===== src/design/dkl_pkg.sv =====
`timescale 1ns / 1ps

package dkl_pkg;

  localparam int DEPTH           = 16;
  localparam int FIRST_KEY_BITS  = 32;
  localparam int SECOND_KEY_BITS = 8;
  localparam int VALUE_BITS      = 32;
  localparam int IDX_BITS        = (DEPTH > 1) ? $clog2(DEPTH) : 1;
  localparam int CNT_BITS        = $clog2(DEPTH + 1);
  localparam int OP_BITS         = 2;

  typedef enum logic [OP_BITS-1:0] {
    OP_INSERT        = 2'd0,
    OP_LOOKUP_FIRST  = 2'd1,
    OP_LOOKUP_SECOND = 2'd2
  } op_e;

  typedef struct packed {
    logic [OP_BITS-1:0]         op;
    logic [FIRST_KEY_BITS-1:0]  first_key;
    logic [SECOND_KEY_BITS-1:0] second_key;
    logic [VALUE_BITS-1:0]      new_value;
  } req_t;

  typedef struct packed {
    logic                  found;
    logic [VALUE_BITS-1:0] read_value;
    logic [CNT_BITS-1:0]   stored_count;
    logic                  rejected;
  } rsp_t;

endpackage


===== src/design/dkl_in_reg.sv =====
`timescale 1ns / 1ps

module dkl_in_reg import dkl_pkg::*; (
  input  logic clk_i,
  input  logic rst_ni,
  input  logic accept_i,
  input  req_t req_i,
  output logic valid_o,
  output req_t req_o
);

  logic valid_q;
  req_t req_q;

  always_ff @(posedge clk_i or negedge rst_ni) begin
    if (!rst_ni) begin
      valid_q <= 1'b0;
    end else begin
      valid_q <= accept_i;
    end
  end

  // hold the last beat when idle
  always_ff @(posedge clk_i) begin
    if (accept_i) begin
      req_q <= req_i;
    end
  end

  assign valid_o = valid_q;
  assign req_o   = req_q;

endmodule


===== src/design/dkl_table.sv =====
`timescale 1ns / 1ps

module dkl_table import dkl_pkg::*; (
  input  logic clk_i,
  input  logic rst_ni,
  input  logic valid_i,
  input  req_t req_i,
  output rsp_t rsp_o
);

  logic [VALUE_BITS-1:0]      vals_q [DEPTH];
  logic [FIRST_KEY_BITS-1:0]  k1_q   [DEPTH];
  logic [SECOND_KEY_BITS-1:0] k2_q   [DEPTH];
  logic [DEPTH-1:0]           b1_q, b1_d;
  logic [DEPTH-1:0]           b2_q, b2_d;
  logic [CNT_BITS-1:0]        count_q, count_d;

  logic [DEPTH-1:0]      match1, match2, sel;
  logic [VALUE_BITS-1:0] hit_value;
  logic                  full, do_insert, is_lookup;
  logic [IDX_BITS-1:0]   wr_idx;

  // Bound keys are unique in each key space, so at most one entry hits.
  always_comb begin
    for (int i = 0; i < DEPTH; i++) begin
      match1[i] = b1_q[i] && (k1_q[i] == req_i.first_key);
      match2[i] = b2_q[i] && (k2_q[i] == req_i.second_key);
    end
  end

  assign full      = (count_q == CNT_BITS'(DEPTH));
  assign do_insert = valid_i && (req_i.op == OP_INSERT) && !full;
  assign wr_idx    = count_q[IDX_BITS-1:0];

  always_comb begin
    sel       = '0;
    is_lookup = 1'b0;
    case (op_e'(req_i.op))
      OP_LOOKUP_FIRST: begin
        sel       = match1;
        is_lookup = 1'b1;
      end
      OP_LOOKUP_SECOND: begin
        sel       = match2;
        is_lookup = 1'b1;
      end
      default: begin
        sel       = '0;
        is_lookup = 1'b0;
      end
    endcase
  end

  always_comb begin
    hit_value = '0;
    for (int i = 0; i < DEPTH; i++) begin
      if (sel[i]) begin
        hit_value = hit_value | vals_q[i];
      end
    end
  end

  always_comb begin
    b1_d    = b1_q;
    b2_d    = b2_q;
    count_d = count_q;
    if (do_insert) begin
      // first binding of a key wins
      b1_d[wr_idx] = ~|match1;
      b2_d[wr_idx] = ~|match2;
      count_d      = count_q + CNT_BITS'(1);
    end
  end

  always_ff @(posedge clk_i or negedge rst_ni) begin
    if (!rst_ni) begin
      b1_q    <= '0;
      b2_q    <= '0;
      count_q <= '0;
    end else begin
      b1_q    <= b1_d;
      b2_q    <= b2_d;
      count_q <= count_d;
    end
  end

  always_ff @(posedge clk_i) begin
    if (do_insert) begin
      vals_q[wr_idx] <= req_i.new_value;
      k1_q[wr_idx]   <= req_i.first_key;
      k2_q[wr_idx]   <= req_i.second_key;
    end
  end

  assign rsp_o.found        = is_lookup && |sel;
  assign rsp_o.read_value   = is_lookup ? hit_value : '0;
  assign rsp_o.stored_count = count_d;
  assign rsp_o.rejected     = (req_i.op == OP_INSERT) && full;

endmodule


===== src/design/dkl_out_reg.sv =====
`timescale 1ns / 1ps

module dkl_out_reg import dkl_pkg::*; (
  input  logic clk_i,
  input  logic rst_ni,
  input  logic valid_i,
  input  rsp_t rsp_i,
  output logic valid_o,
  output rsp_t rsp_o
);

  logic valid_q;
  rsp_t rsp_q;

  always_ff @(posedge clk_i or negedge rst_ni) begin
    if (!rst_ni) begin
      valid_q <= 1'b0;
    end else begin
      valid_q <= valid_i;
    end
  end

  always_ff @(posedge clk_i) begin
    if (valid_i) begin
      rsp_q <= rsp_i;
    end
  end

  assign valid_o = valid_q;
  assign rsp_o   = rsp_q;

endmodule


===== src/design/dual_key_lookup_table.sv =====
`timescale 1ns / 1ps

// Dual-key lookup table: up to DEPTH values, each reachable by a first key
// or a second key. operation_i selects insert, lookup by first key or
// lookup by second key; an insert stores new_value_i in the next free slot
// and binds each key only if that key is not bound yet.
// Command channel: a beat is taken at a rising edge with start_i high and
// busy_o low. busy_o stays low, so a beat may be issued every cycle.
// Result channel: one beat per command, shown for exactly one cycle with
// valid_o high. valid_o rises once the command has passed the input
// register and the result register. Throughput is one item per cycle: an
// input register feeds a single pass of parallel key compare and table
// update, which loads the result register. Back-to-back commands see each
// other's inserts in order.
// An insert into a full table is dropped and flagged on rejected_o.
// Reset clears the entry count and all key bindings; no results are pending
// after reset. The receiver cannot stall; results must be taken when shown.
module dual_key_lookup_table import dkl_pkg::*; (
  input  logic                       clk_i,
  input  logic                       rst_ni,
  input  logic                       start_i,
  output logic                       busy_o,
  input  logic [OP_BITS-1:0]         operation_i,
  input  logic [FIRST_KEY_BITS-1:0]  first_key_i,
  input  logic [SECOND_KEY_BITS-1:0] second_key_i,
  input  logic [VALUE_BITS-1:0]      new_value_i,
  output logic                       valid_o,
  output logic                       found_o,
  output logic [VALUE_BITS-1:0]      read_value_o,
  output logic [CNT_BITS-1:0]        stored_count_o,
  output logic                       rejected_o
);

  req_t req_in, req_s1;
  rsp_t rsp_s1, rsp_out;
  logic accept, valid_s1;

  assign busy_o = 1'b0;
  assign accept = start_i && !busy_o;

  assign req_in.op         = operation_i;
  assign req_in.first_key  = first_key_i;
  assign req_in.second_key = second_key_i;
  assign req_in.new_value  = new_value_i;

  dkl_in_reg u_in_reg (
    .clk_i    (clk_i),
    .rst_ni   (rst_ni),
    .accept_i (accept),
    .req_i    (req_in),
    .valid_o  (valid_s1),
    .req_o    (req_s1)
  );

  dkl_table u_table (
    .clk_i   (clk_i),
    .rst_ni  (rst_ni),
    .valid_i (valid_s1),
    .req_i   (req_s1),
    .rsp_o   (rsp_s1)
  );

  dkl_out_reg u_out_reg (
    .clk_i   (clk_i),
    .rst_ni  (rst_ni),
    .valid_i (valid_s1),
    .rsp_i   (rsp_s1),
    .valid_o (valid_o),
    .rsp_o   (rsp_out)
  );

  assign found_o        = rsp_out.found;
  assign read_value_o   = rsp_out.read_value;
  assign stored_count_o = rsp_out.stored_count;
  assign rejected_o     = rsp_out.rejected;

endmodule


===== config.mk =====
export PLATFORM = sky130hd
export DESIGN_NAME = dual_key_lookup_table
export DESIGN_NICKNAME = d
export VERILOG_FILES = /design/src/design/dkl_pkg.sv /design/src/design/dkl_in_reg.sv /design/src/design/dkl_table.sv /design/src/design/dkl_out_reg.sv /design/src/design/dual_key_lookup_table.sv
export SDC_FILE = /design/constraint.sdc
export NUM_CORES = 2
export LEC_CHECK = 0
export ABC_AREA = 0
export BUFFER_PORTS_ARGS = -buffer_cell sky130_fd_sc_hd__buf_2
export CAP_MARGIN = 0
export CORE_ASPECT_RATIO = 0.75
export CORE_MARGIN = 10
export CORE_UTILIZATION = 25
export CTS_BUF_LIST = sky130_fd_sc_hd__clkbuf_8
export DETAILED_ROUTE_END_ITERATION = 10
export GPL_TIMING_DRIVEN = 0
export PLACE_DENSITY = 0.49
export RECOVER_POWER = 50
export SETUP_SLACK_MARGIN = 0.2
export SYNTH_ARGS = -nofsm -noshare
export SYNTH_HDL_FRONTEND = slang
export SYNTH_HIERARCHICAL = 1
export SYNTH_SLANG_ARGS = --single-unit

===== constraint.sdc =====
create_clock -name clk_i -period 5 [get_ports clk_i]
set_input_delay 0.5 -clock clk_i [delete_from_list [all_inputs] [get_ports clk_i]]
set_output_delay 0.5 -clock clk_i [all_outputs]
set_load 0.05 [all_outputs]

Word-level counts from Yosys, hierarchy flattened
Memory sizes are Yosys's and may differ from the RTL's.
Index checks and enable logic that the tools add are counted.
W data, S select, Z words.
{ "word_totals": {"regBits": 152, "ram_bits": 1152, "input_bits": 77, "output_inout_bits": 41, "wordCells": 139, "memories": 3} }
{ "mem_list": {"columns": ["memory", "depth", "width", "rd", "rd_ports_with_merged_regs", "wr", "line_no", "source"], "rows": [
  ["u_table.k1_q", 16, 32, 16, 0, 1, "dkl_table.sv:12", "logic [FIRST_KEY_BITS-1:0] k1_q [DEPTH];"],
  ["u_table.vals_q", 16, 32, 16, 0, 1, "dkl_table.sv:11", "logic [VALUE_BITS-1:0] vals_q [DEPTH];"],
  ["u_table.k2_q", 16, 8, 16, 0, 1, "dkl_table.sv:13", "logic [SECOND_KEY_BITS-1:0] k2_q [DEPTH];"]
]} }
{ "classes": {"addsub": 1, "magnitude_cmp": 2, "eq_ne": 35, "mux": 25, "bitwise_logic": 15, "n_reduce_logical": 45} }
{ "op_table": {"columns": ["operator", "count"], "rows": [
  ["$eq A32 B32 Y1", 16],
  ["$mux W32", 16],
  ["$or A32 B32 Y32", 15],
  ["$eq A8 B8 Y1", 16],
  ["$reduce_or A16 Y1", 3],
  ["$logic_and A1 B1 Y1", 37],
  ["$bwmux W16", 2],
  ["$pmux W16 S2", 1],
  ["$add A5 B1 Y5 const B", 1],
  ["$eq A5 B5 Y1 const B", 1],
  ["$lt A4 B5 Y1 const B", 1],
  ["$mux W5", 1],
  ["$demux W1 S4", 1],
  ["$ge A4 B1 Y1 const B", 1],
  ["$mux W1", 4],
  ["$logic_not A1 Y1", 3],
  ["$eq A2 B1 Y1 const B", 1],
  ["$eq A2 B2 Y1 const B", 1],
  ["$logic_not A2 Y1", 1],
  ["$reduce_or A2 Y1", 1]
]} }

Logic depth before layout (Yosys ltp)
An unclocked memory read counts as a cell.
{ "logic_depth": {"depth_word": 35, "mapped_depth": 12} }

Modules after synthesis
Netlist, hierarchy kept.
{ "by_module_without_submodules": {"columns": ["module", "instances", "cells_each", "area_per_inst_um2"], "rows": [
  ["dkl_table", 1, 2719, 47438.0],
  ["dkl_in_reg", 1, 75, 2247.2],
  ["dkl_out_reg", 1, 40, 1196.1],
  ["dual_key_lookup_table", 1, 2, 11.3]
]} }

Least setup slack after synthesis
OpenSTA, ideal clock, no wires.
{ "synth_timing": {"path_type": "flip-flop to flip-flop", "from": "register u_in_reg.valid_q, in the netlist u_in_reg/valid_o", "to": "register u_table.b2_q[0]", "arrival_time_ns": 3.795, "t_required_ns": 4.871, "path_slack_ns": 1.076, "path_stages_with_launch": 7, "path_buffers": 0, "cell_sequence": "dfrtp_1 -> nand2_1 -> a31oi_1 -> and2_1 -> nand2_1 -> inv_1 -> mux2_2"} }
{ "synth_via": {"elab_chain_cells": 2} }
{ "synth_lines": {"columns": ["element", "line_no", "source"], "rows": [
  ["from (decl)", "dkl_in_reg.sv:12", "logic valid_q;"],
  ["from (signal assigned)", "dkl_in_reg.sv:19", "valid_q <= accept_i;"],
  ["$logic_and A1 B1 Y1 (2 in series)", "dkl_table.sv:32", "assign do_insert = valid_i && (req_i.op == OP_INSERT) && !full;"],
  ["to (signal assigned)", "dkl_table.sv:78", "b2_q <= '0;"],
  ["to (signal assigned)", "dkl_table.sv:82", "b2_q <= b2_d;"],
  ["to (decl)", "dkl_table.sv:15", "logic [DEPTH-1:0] b2_q, b2_d;"]
]} }
Every way passes these cells.
A chain may end at the register's enable or synchronous reset.

Worst setup path in the final report
{ "layout_timing": {"from": "register u_in_reg.req_q (netlist bit u_in_reg/req_o[71])", "to": "register u_out_reg.rsp_q (netlist bit u_out_reg/rsp_o[34]) (data pin)"} }
{ "layout_via": {"elab_chain_cells": 34} }
{ "layout_lines": {"columns": ["element", "line_no", "source"], "rows": [
  ["from (decl)", "dkl_in_reg.sv:13", "req_t req_q;"],
  ["from (signal assigned)", "dkl_in_reg.sv:26", "req_q <= req_i;"],
  ["$eq A32 B32 Y1", "dkl_table.sv:26", "match1[i] = b1_q[i] && (k1_q[i] == req_i.first_key);"],
  ["$logic_and A1 B1 Y1", "dkl_table.sv:26", null],
  ["$pmux W16 S2 *", "dkl_table.sv:38", "case (op_e'(req_i.op))"],
  ["$mux W32", "dkl_table.sv:57", "if (sel[i]) begin"],
  ["$or A32 B32 Y32", "dkl_table.sv:58", "hit_value = hit_value | vals_q[i];"],
  ["$mux W32", "dkl_table.sv:57", null],
  ["$or A32 B32 Y32", "dkl_table.sv:58", null],
  ["$mux W32", "dkl_table.sv:57", null],
  ["[18 not listed]", null, null],
  ["$or A32 B32 Y32", "dkl_table.sv:58", null],
  ["$mux W32", "dkl_table.sv:57", null],
  ["$or A32 B32 Y32", "dkl_table.sv:58", null],
  ["$mux W32", "dkl_table.sv:57", null],
  ["$or A32 B32 Y32", "dkl_table.sv:58", null],
  ["$mux W32", "dkl_table.sv:57", null],
  ["$or A32 B32 Y32", "dkl_table.sv:58", null],
  ["$mux W32 *", "dkl_table.sv:57", null],
  ["to (signal assigned)", "dkl_out_reg.sv:25", "rsp_q <= rsp_i;"],
  ["to (decl)", "dkl_out_reg.sv:13", "rsp_t rsp_q;"]
]} }
Every way passes the cells marked *; elsewhere a longest branch is shown, timed or not.

==> impl_metrics.env <==
export IMPL_hold_viol_final=0
export IMPL_antenna_left=0
export IMPL_rsz0062_at_grt="no"
export IMPL_syn_nets=2920
export IMPL_critPathArrivalTime_ps=5630
export IMPL_antenna_found_initial=15
export IMPL_viasPerCell=4.50
export IMPL_finalSetupViolCount=0
export IMPL_holdPathEnd="u_in_reg/req_o[0]"
export IMPL_reg2reg_from="u_in_reg/req_o[71]"
export IMPL_r2r_cells=13
export IMPL_maxCapViolCount=19
export IMPL_design_portCount=118
export IMPL_first_iter_violations=3284
export IMPL_finClkSkew_ps=44.2
export IMPL_path_clk_slew_ps=60
export IMPL_timing_final_crit_period_ps=4860
export IMPL_dieArea_um2=222000
export IMPL_cp_start_kind="register"
export IMPL_start_util=0.251
export IMPL_hpwl_um=97700
export IMPL_clockBufferDepth=3
export IMPL_cts_made_buffers=219
export IMPL_post_route_drc_count=0
export IMPL_r2r_end="u_out_reg/rsp_o[34]"
export IMPL_grt_pass1_wl_um=223000
export IMPL_hp_start="new_value_i[0]"
export IMPL_grt_pass1_vias=27300
export IMPL_final_nets=3393
export IMPL_layout_commonest_cell="edfxtp_1"
export IMPL_violations="max-capacitance violations, max-slew violations"
export IMPL_crit_slowest_cell="nor4_1"
export IMPL_grt_max_degree=63
export IMPL_register_area_um2=39000
export IMPL_clock_fmax_mhz=206
export IMPL_coreArea_um2=203000
export IMPL_synthCells=2836
export IMPL_fin_crit_sh=0.972
export IMPL_power_total_mw=23.5
export IMPL_ys_warn_count=6
export IMPL_globalplace_congestion=0.782
export IMPL_status="finished with violations"
export IMPL_dr_pass1_iters=7
export IMPL_wire_per_inst_um=26.3
export IMPL_vias=27800
export IMPL_fin_area_um2=60500
export IMPL_r2r_setup_slack_ps=140
export IMPL_multi_input_area_um2=10900
export IMPL_area_delta_synth_final_pct=19.0
export IMPL_wl_um=163000
export IMPL_clock_latency_ps=960
export IMPL_ir_drop_mv=0.216
export IMPL_path_class="register to register"
export IMPL_grt_usage=0.142
export IMPL_fin_util=0.299
export IMPL_synth_avg_cell_area_um2=17.9
export IMPL_die_h_um=411
export IMPL_place_inst=5654
export IMPL_synth_edff_count=1265
export IMPL_required_ps=5770
export IMPL_worst_pin_slew_ps=3440
export IMPL_ys_flop_type="edfxtp_1"
export IMPL_rows=143
export IMPL_numPortBuffers=116
export IMPL_placed_area_um2=55400
export IMPL_cts_root_buf="clkbuf_8"
export IMPL_min_path_type="input port to register"
export IMPL_drive_gt1_frac=0.169
export IMPL_cp_max_fo=10
export IMPL_synth_seq_cells=1304
export IMPL_synth_cell_types=72
export IMPL_fillers=20100
export IMPL_die_x_um=541
export IMPL_htree_levels=4
export IMPL_ys_seq_area_frac=0.766
export IMPL_clock_sinks=1304
export IMPL_final_max_slew_violation_count=390
export IMPL_stdcell_count=6184
export IMPL_cts_tree="done"
export IMPL_relSlewSlack=-1.29
export IMPL_synth_area_um2=50900
export IMPL_p_leak_nw=19.9
export IMPL_async_flop_share=0.0299
export IMPL_min_path_cells=2
export IMPL_holdWs_ps=250
export IMPL_critPathCaptureType="register"
export IMPL_max_stage_delay_ps=700
export IMPL_mostFrequentLayoutCells="edfxtp_1, xor2_1, clkbuf_8"
export IMPL_crit_chain="clkbuf_1 > buf_6 > buf_8 > xor2_1 > nor4_1 > nand4_1 > nor2_1 > a41o_1 > buf_2 > buf_2 > a22oi_1 > and4_4 > nand4_1"
export IMPL_overflow=0
export IMPL_power_density_nw_per_um2=388
==> cells in the mapped netlist (all sizes together) (3+ instances only) <==
cell        n  area (um2)
a21boi      6        45.0
a221oi     27         236
a222oi     39         390
a22o       33         289
a22oi     112         841
and2        3        18.8
and4       23         229
buf       115         967
clkbuf     18        67.6
dfrtp      39         976
edfxtp   1265       38000
ha          7        87.6
inv        31         116
mux2       32         398
nand2      80         300
nand3      41         205
nand4      84         532
nand4b      4        35.0
nor2       20        75.1
nor3       32         160
nor4      114         741
o2111ai     3        26.3
o21ai      15        86.3
o22ai       5        57.6
or2         3        18.8
or3         8        50.1
or4         6        52.6
or4b        3        33.8
xnor2     187        1650
xor2      451        3950
==> layout make-up <==
class                           count  share of cell area
Tap cell                         2682              0.0554
Timing Repair Buffer              252              0.0330
Multi-Input combinational cell   1368               0.180
Sequential cell                  1304               0.644
Antenna cell                        8            0.000331
Clock inverter                    176              0.0159
Buffer                            133              0.0172
Inverter                           31             0.00262
Clock buffer                      230              0.0523
==> how the worst max path moves through the flow <==
stage / startpoint / endpoint / cells after the start / slack (ps)
after floorplan: u_in_reg/valid_o / u_table/b2_q[0] / 6 / 1080
after global placement: u_in_reg/valid_o / u_table/b1_q[15] / 5 / -1750
after detailed placement: u_in_reg/req_o[69] / u_out_reg/rsp_o[34] / 10 / -1200
after CTS: u_in_reg/req_o[42] / u_out_reg/rsp_o[34] / 10 / 220
after global routing: u_in_reg/req_o[71] / u_out_reg/rsp_o[34] / 13 / 150
final: u_in_reg/req_o[71] / u_out_reg/rsp_o[34] / 13 / 140
==> stage by stage <==
step	worst slack, ps	TNS [ps]
after floorplan	1080	0
after global placement	-1750	-1687240
after global routing	148	0
final	139	0
after detailed placement	-1200	-27470
after CTS	222	0
==> cells by family (layout without fill, tap and decap cells) <==
kind of cell / after synthesis / count (layout) / synth area share
AO/OA/AOI/OAI: 260 / 260 / 0.0425
XOR/XNOR: 638 / 638 / 0.110
buffers and inverters: 164 / 822 / 0.0226
AND/OR/NAND/NOR: 430 / 430 / 0.0496
adder cells (fa/ha/maj): 7 / 7 / 0.00172
flip-flops: 1304 / 1304 / 0.766
multiplexers: 32 / 32 / 0.00782
other: 1 / 9 / 0.0000737
==> state kept, by name, summed over array words and instances (netlist names) <==
| name | flops |
|---|---|
| u_table/k1_q | 512 |
| u_table/vals_q | 512 |
| u_table/k2_q | 128 |
| u_in_reg/req_o | 74 |
| u_out_reg/rsp_o | 39 |
| u_table/b1_q | 16 |
| u_table/b2_q | 16 |
| u_table/count_q | 5 |
| u_in_reg/valid_o | 1 |
| u_out_reg/valid_o | 1 |
==> worst max-delay path, delay by kind of cell, from the launching register on <==
kind / cells / cell delay, ps
xor+xnor: 1 / 90
simple gates: 5 / 1650
compound gates: 2 / 680
buf+inv: 5 / 1920
flops: 1 / 320
==> metal layers <==
metal  global-route usage  part of all wire  vias up
met2                0.211              0.44     1149
met3               0.0377             0.085      204
met4               0.0405             0.023        0
met1                0.204              0.46    14400
li1                     -                 -    12000
met5                    0                 0        -
==> timing repair <==
item                       in CTS  in global routing
setup endpoints to repair      49                 22
resized for setup              13                  6
hold buffers                   76                  0
hold endpoints to repair      145                  0
setup buffers                  38                  2
==> power by group <==
group / internal [mW] / switching (mW)
sequential: 12.5 / 0.288
combinational: 0.576 / 1.18
clock: 4.55 / 4.41
total: 17.6 / 5.88
Note: power is estimated with default switching activity, not from simulation.
